==> src/radix_tree_table_macros.svh <==
// assertion macros for the radix tree table
// no dependencies; included by files that carry concurrent assertions
`ifndef RADIX_TREE_TABLE_MACROS_SVH
`define RADIX_TREE_TABLE_MACROS_SVH

// same-cycle implication, checked outside reset
`define RTT_ASSERT_NOW(label, ante, cons, msg) \
  label: assert property (@(posedge clk) disable iff (!rst_n) (ante) |-> (cons)) \
    else $error(msg);

// next-cycle implication, checked outside reset
`define RTT_ASSERT_NEXT(label, ante, cons, msg) \
  label: assert property (@(posedge clk) disable iff (!rst_n) (ante) |=> (cons)) \
    else $error(msg);

`endif

==> src/rtt_pkg.sv <==
// shared constants, codes and controller/datapath interface types
// for the radix tree table; no dependencies
package rtt_pkg;

  localparam int FANOUT      = 16;
  localparam int LOG2_FANOUT = 4;
  localparam int KEY_W       = 28;
  localparam int VAL_W       = 32;

  localparam logic [2:0] MAX_LEVELS = 3'd7;

  // operation codes
  localparam logic [1:0] OP_INSERT = 2'd0;
  localparam logic [1:0] OP_GET    = 2'd1;
  localparam logic [1:0] OP_DELETE = 2'd2;
  localparam logic [1:0] OP_NOP    = 2'd3;

  // status codes
  localparam logic [1:0] ST_OK    = 2'd0;
  localparam logic [1:0] ST_FULL  = 2'd1;
  localparam logic [1:0] ST_RANGE = 2'd2;
  localparam logic [1:0] ST_ZERO  = 2'd3;

  // controller to datapath
  typedef struct packed {
    logic clr_step;  // write one zero entry of the clearing pass
    logic latch;     // capture the input transaction
    logic chk;       // screen the request, set up the walk
    logic rd;        // read the node entry of the current level
    logic eval;      // act on the entry just read
    logic load_out;  // move the result into the output register
  } rtt_cmd_t;

  // datapath to controller
  typedef struct packed {
    logic clr_last;   // clearing pass at its last entry
    logic chk_stop;   // request ends at screening
    logic walk_stop;  // walk ends at this level
  } rtt_stat_t;

endpackage

==> src/rtt_ctrl.sv <==
// controller state machine for the radix tree table
// depends on rtt_pkg for the command and status types
module rtt_ctrl (
  input  logic               clk,
  input  logic               rst_n,
  input  logic               in_valid,
  output logic               in_ready,
  output logic               out_valid,
  input  logic               out_ready,
  input  rtt_pkg::rtt_stat_t stat,
  output rtt_pkg::rtt_cmd_t  cmd
);
  import rtt_pkg::*;

  typedef enum logic [5:0] {
    S_CLEAR = 6'b000001,
    S_IDLE  = 6'b000010,
    S_CHECK = 6'b000100,
    S_READ  = 6'b001000,
    S_EVAL  = 6'b010000,
    S_DONE  = 6'b100000
  } state_t;

  state_t state_r, state_nxt;
  logic   out_valid_r, out_valid_nxt;

  always_comb begin
    cmd          = '0;
    cmd.clr_step = (state_r == S_CLEAR);
    cmd.latch    = (state_r == S_IDLE) && in_valid;
    cmd.chk      = (state_r == S_CHECK);
    cmd.rd       = (state_r == S_READ);
    cmd.eval     = (state_r == S_EVAL);
    cmd.load_out = (state_r == S_DONE) && (!out_valid_r || out_ready);
  end

  always_comb begin
    state_nxt = state_r;
    unique case (state_r)
      S_CLEAR: if (stat.clr_last) state_nxt = S_IDLE;
      S_IDLE:  if (in_valid) state_nxt = S_CHECK;
      S_CHECK: state_nxt = stat.chk_stop ? S_DONE : S_READ;
      S_READ:  state_nxt = S_EVAL;
      S_EVAL:  state_nxt = stat.walk_stop ? S_DONE : S_READ;
      S_DONE:  if (cmd.load_out) state_nxt = S_IDLE;
      default: state_nxt = S_CLEAR;
    endcase
  end

  always_comb begin
    if (cmd.load_out) begin
      out_valid_nxt = 1'b1;
    end else if (out_ready) begin
      out_valid_nxt = 1'b0;
    end else begin
      out_valid_nxt = out_valid_r;
    end
  end

  always_ff @(posedge clk) begin
    if (!rst_n) begin
      state_r     <= S_CLEAR;
      out_valid_r <= 1'b0;
    end else begin
      state_r     <= state_nxt;
      out_valid_r <= out_valid_nxt;
    end
  end

  assign in_ready  = (state_r == S_IDLE);
  assign out_valid = out_valid_r;

endmodule

==> config.mk <==
export PLATFORM = sky130hd
export DESIGN_NAME = rtt_ctrl
export DESIGN_NICKNAME = d
export VERILOG_FILES = /design/src/radix_tree_table_macros.svh /design/src/rtt_pkg.sv /design/src/rtt_ctrl.sv
export SDC_FILE = /design/constraint.sdc
export NUM_CORES = 1
export LEC_CHECK = 0
export ABC_AREA = 0
export BUFFER_PORTS_ARGS = -buffer_cell sky130_fd_sc_hd__buf_2
export CORE_AREA = 8 8 45 47
export DETAILED_ROUTE_END_ITERATION = 12
export DIE_AREA = 0 0 53 55
export SLEW_MARGIN = 25
export SYNTH_ARGS = -nofsm -noshare
export SYNTH_HDL_FRONTEND = slang
export SYNTH_SLANG_ARGS = --single-unit
==> constraint.sdc <==
create_clock -name clk -period 1.85 [get_ports clk]
set_clock_uncertainty 0.15 [all_clocks]
set_input_delay 0.0925 -clock clk [delete_from_list [all_inputs] [get_ports clk]]
set_output_delay 0.0925 -clock clk [all_outputs]
set_load 0.1 [all_outputs]
==> out/qor.yml, run 1 <==
status: "complete, but fails checks"
violations: "negative setup slack"
grt_pass1_wl_mm: 2.42
syn_inst: 55
max_stage_delay_ps: 540
avgSynthCellArea_um2: 8.39
grt_pass1_vias: 552
chipHeight_um: 55
final_nets: 89
start_util_pct: 33.4
final_antenna_net_count: 0
h-tree-depth: 1
rows: 14
maxCapViolCount: 0
pin_count: 15
initialDrtViolationCount: 45
synth.top_cells.by_area: "dfxtp_1, inv_1, nor4_1, o211a_1, nand2b_1"
antenna_found_initial: 0
stdcell_count: 97
critical_path_peak_fanout: 6
setup_viol: 3
grt-ovfl-total: 0
vdd_drop_max_mv: 0.640
cpMaxStageDelayCell: "or4_4"
die_width_um: 53
fin_crit_sh_pct: 104
core_area_um2: 1380
clockPowerShare_pct: 12.5
fmax_mhz: 520
period_minus_slack_ps: 1920
p_leak_nw: 0.360
synth_warnings: 0
clockRootBuffer: "clkbuf_4"
required_ps: 1610
p_sw_share_pct: 48.2
rsz0062_at_grt: "yes"
worstPathCellList: "or4_4 > buf_8 > nor3_4 > buf_12"
synth_edf_count: 0
fin_setup_tns_ps: -144
dp.cells: 87
hold_viol: 0
area_growth_pct: 78.9
maxSlewHeadroom_pct: 67.9
dpl.hpwl_um: 996
p_int_uw: 581
ys_seq_area_share_pct: 30.4
yosysTopAreaCell: "dfxtp_1"
post-route-worst-setup-slack_ps: -72.8
cp-start-kind: "flip-flop"
crit_family: "simple AND/OR/NAND/NOR gates"
slew_violations: 0
grt_max_degree: 10
cts_tree: "built"
cts_made_buffers: 3
synth_cell_type_count: 31
path_clk_slew_ps: 50
synthArstFlopShare_pct: 0
power_per_cell_area_nw_per_um2: 1360
globalplace.congestion: 0.759
holdCritPathClass: "input pin to flip-flop"
port_buffers: 14
seq_power_share_pct: 18.1
ys_ff_latch: 7
drt-total-wl_mm: 1.55
synth_top_area_share_pct: 30.4
clock-sinks: 7
yosys-top-cells-count: "dfxtp_1, inv_1, nor4_1, nand2b_1, nor3_1"
wl_per_cell_um: 16.0
worstSetupPathType: "flip-flop to output pin"
switchingPower_uw: 540
endpoint_kind: "output pin"
grt_usage_pct: 11.5
diodes: 0
cp.arrival_ps: 1680
fin_util_pct: 59.7
drt_pass1_iterations: 4
clkLatencyLatePin_ps: 250
clockBufferDepth: 2
syn_area_um2: 462
dieArea_um2: 2920
vias_per_cell: 5.48
synth-main-ff-cell: "dfxtp_1"
post-route-drc-count: 0
path_buf_inv: 2
syn-num-nets: 62
tightest_slew_ps: 485
dr_total_vias: 532
drive_above_1_share_pct: 55.6
combPwrFrac_pct: 69.4
sequential cells by signal, indices dropped and copies added (netlist names):
signal / cells
out_valid: 1
state_r: 6
cell type report:
type	count	area, um2
Fill cell	119	558
Clock buffer	4	26.3
Tap cell	16	20.0
Inverter	7	33.8
Sequential cell	7	146
Timing Repair Buffer	25	270
Multi-Input combinational cell	38	329
placed cells by master (no fill, tap or decap), types with 2 or more instances in the layout:
cell type	netlist	layout
buf_12	0	7
buf_2	1	7
buf_4	2	8
clkbuf_4	0	3
clkinvlp_4	0	2
dfxtp_1	7	4
dfxtp_2	0	2
dlygate4sd3_1	0	2
inv_1	7	5
nand2b_1	3	3
nand3_1	2	2
nor3_4	0	2
nor4_1	4	2
nor4_2	0	2
o211a_1	2	2
o21ai_0	2	2
or4_4	1	3
path summary, 6_finish.rpt:
path / start / cells after the start / end / slack (ps)
worst min-delay path: in_valid / 3 / state_r[2] / 20
worst max-delay path: state_r[4] / 4 / cmd[4] / -70
worst max register to register: state_r[4] / 3 / state_r[5] / 50
worst min register to register: out_valid / 2 / out_valid / 370
per-stage QoR:
step	hold slack, ps	area, um2	setup slack, ps	power [mW]
floorplan	64.1	509	-194	0.700
global placement	237	716	51.4	0.890
detailed placement	261	716	24.3	0.897
CTS	19.9	788	-84.6	1.07
global route	24.5	826	-132	1.18
finish	18.5	826	-72.8	1.12
timing repair:
item,in CTS,in global routing
hold buffers,2,0
pin swaps,4,6
resized for setup,4,6
endpoints found under the hold margin,2,0
buffers inserted,2,2
endpoints found under the setup margin,6,7
tightest hold or removal path: stages:
cell and delay [ps]:
buf_2 100, inv_1 100, nor4_1 70
layer usage:
metal  global-route usage, %  wire (um)  vias up  part of all wire [%]
li1                        -          -      250                     -
met1                    11.0        557      236                    36
met2                    20.1        786       32                    51
met3                    3.21        119       14                   7.7
met4                    10.3         85        0                   5.5
met5                       0          0        -                     0
cell families after synthesis:
group	synth area share [%]
compound gates	19.2
xor+xnor	1.90
buf+inv	10.0
flops	30.4
simple gates	38.5
power by group through the flow:
stage,Combinational (mW),Sequential [mW],Clock [mW]
2_1_floorplan,0.488,0.211,0
3_3_place_gp,0.688,0.202,0
3_5_place_dp,0.695,0.201,0
4_1_cts,0.723,0.200,0.143
5_1_grt,0.817,0.206,0.159
6_report,0.778,0.203,0.140
Power figures use the tool's default switching activity.
==> inputs of run 2 (changes only) <==
==> constraint.sdc (replaced) <==
create_clock -name clk -period 1.85 [get_ports clk]
set_clock_uncertainty 0.15 [all_clocks]
set_input_delay 0.37 -clock clk [delete_from_list [all_inputs] [get_ports clk]]
set_output_delay 0.37 -clock clk [all_outputs]
set_load 0.1 [all_outputs]
==> run 2 against run 1 <==
  * The flow still finishes with violations (negative setup slack)
  * Sequential power down 4%
  * Via count grew 0.56%
  * Combinational power is 14% higher
  * Non-clock buffer count up 6
  * Critical endpoint is now in_ready
==> out/qor.yml, run 2 (same netlist as run 1, synthesis figures left out) <==
diodes: 0  # unchanged
r2r_setup_slack_ps: -220  # -270 ps
drt-total-wl_mm: 1.44  # -6.9%
dieArea_um2: 2920  # unchanged
dr_total_vias: 535  # +0.56%
fin_hold_ws_ps: 276  # +257 ps
path_clk_slew_ps: 50  # about the same
maxSlewHeadroom_pct: 67.7  # -0.20 points
h-tree-depth: 1  # unchanged
core_area_um2: 1380  # unchanged
violations: "negative setup slack"
power_per_cell_area_nw_per_um2: 1340  # -0.96%
cp-start-kind: "flip-flop"
grt_pass1_wl_mm: 2.19  # -9.4%
clock-sinks: 7  # unchanged
fin_crit_sh_pct: 115  # +11 points
grt-ovfl-total: 0  # unchanged
chipHeight_um: 55  # unchanged
pin_count: 15  # unchanged
p_leak_nw: 0.398  # +11%
wl_per_cell_um: 14.0  # -12%
post-route-worst-setup-slack_ps: -277  # -204 ps
grt_usage_pct: 9.96  # -1.6 points
fin_util_pct: 65.5  # +5.8 points
required_ps: 1330  # -280 ps
largest-register: "state_r"
hold_viol: 0  # unchanged
fmax_mhz: 470  # -9.6%
final_antenna_net_count: 0  # unchanged
clockRootBuffer: "clkbuf_4"
cp.arrival_ps: 1610  # -70 ps
path_buf_inv: 2  # unchanged
rsz0062_at_grt: "yes"
clkLatencyLatePin_ps: 250  # about the same
endpoint_kind: "output pin"
final_common_cell: "buf_4"
cpMaxStageDelayCell: "or4_4"
rows: 14  # unchanged
vias_per_cell: 5.19  # -5.3%
status: "complete, but fails checks"
worstPathCellList: "or4_4 > buf_4 > nor2_4 > buf_12"
vdd_drop_max_mv: 0.622  # -2.8%
cts_made_buffers: 3  # unchanged
final_nets: 95  # +6.7%
final_cell_mix: "buf_4, buf_2, buf_12"
dpl.hpwl_mm: 1.06  # +6.2%
start_util_pct: 33.4  # unchanged
critical_path_peak_fanout: 4  # -2
largest_register_ffs: 6  # unchanged
setup_viol: 9  # +6
crit_family: "simple AND/OR/NAND/NOR gates"
max_stage_delay_ps: 580  # +40 ps
clockBufferDepth: 2  # unchanged
antenna_found_initial: 0  # unchanged
die_width_um: 53  # unchanged
globalplace.congestion: 0.768  # +1.2%
grt_pass1_vias: 505  # -8.5%
port_buffers: 14  # unchanged
maxCapViolCount: 0  # unchanged
initialDrtViolationCount: 10  # -78%
drive_above_1_share_pct: 66.7  # +11 points
holdCritPathClass: "input pin to flip-flop"
post-route-drc-count: 0  # unchanged
ctsHoldBuffers: 0  # -2
grt_max_degree: 9  # -1
period_minus_slack_ps: 2130  # +204 ps
slew_violations: 0  # unchanged
drt_pass1_iterations: 4  # unchanged
tightest_slew_ps: 488  # +3.05 ps
area_growth_pct: 96.2
worstSetupPathType: "flip-flop to output pin"
cts_tree: "built"
-- run 2: final cells by class --
class	instances	area, um2
fill	105	478
clock buffer	4	26.3
tap	16	20.0
inverter	7	37.5
timing repair buffer	31	314
sequential	7	146
multi-input combinational	38	362
-- run 2: per-stage QoR --
| step | TNS [ps] | instance area [um2] | cells | worst slack (ps) | power (mW) |
|---|---|---|---|---|---|
| 2_1_floorplan | -1380 | 520 | 55 | -470 | 0.709 |
| 3_3_place_gp | -355 | 772 | 93 | -163 | 0.942 |
| 3_5_place_dp | -372 | 772 | 93 | -190 | 0.948 |
| 4_1_cts | -1770 | 866 | 101 | -304 | 1.17 |
| 5_1_grt | -2180 | 906 | 103 | -333 | 1.28 |
| 6_report | -1690 | 906 | 103 | -277 | 1.22 |
-- run 2: power breakdown --
group          switching [mW]  total, mW  internal (mW)
clock                  0.0527      0.135         0.0821
sequential             0.0143      0.194          0.180
combinational           0.499      0.889          0.390
total                   0.566       1.22          0.652
-- run 2: worst paths after layout --
| kind | endpoint | depth (start not counted) | start |
|---|---|---|---|
| hold reg to reg | out_valid | 2 | out_valid |
| setup / recovery | in_ready | 4 | state_r[4] |
| hold / removal | state_r[5] | 3 | stat[0] |
| setup reg to reg | state_r[5] | 5 | state_r[4] |
-- run 2: worst reg2reg max path: stages (launching register included) --
cell      delay [ps]
dfxtp_2          330
or4_4            580
buf_4            160
buf_6            110
or4_4            410
a311oi_2         230
-- run 2: layer usage --
metal  up-vias  track usage [%]  part of all wire [%]
met3         2             2.94                   5.6
met4         0             3.88                  0.49
met2        12             17.4                    51
li1        266                -                     -
met1       255             11.1                    42
met5         -                0                     0
-- run 2: what timing repair did --
action / in CTS / in global routing
gates resized for setup: 10 / 7
pin swaps: 8 / 4
endpoints found under the hold margin: 0 / 0
setup endpoints to repair: 10 / 9
setup buffers: 4 / 3
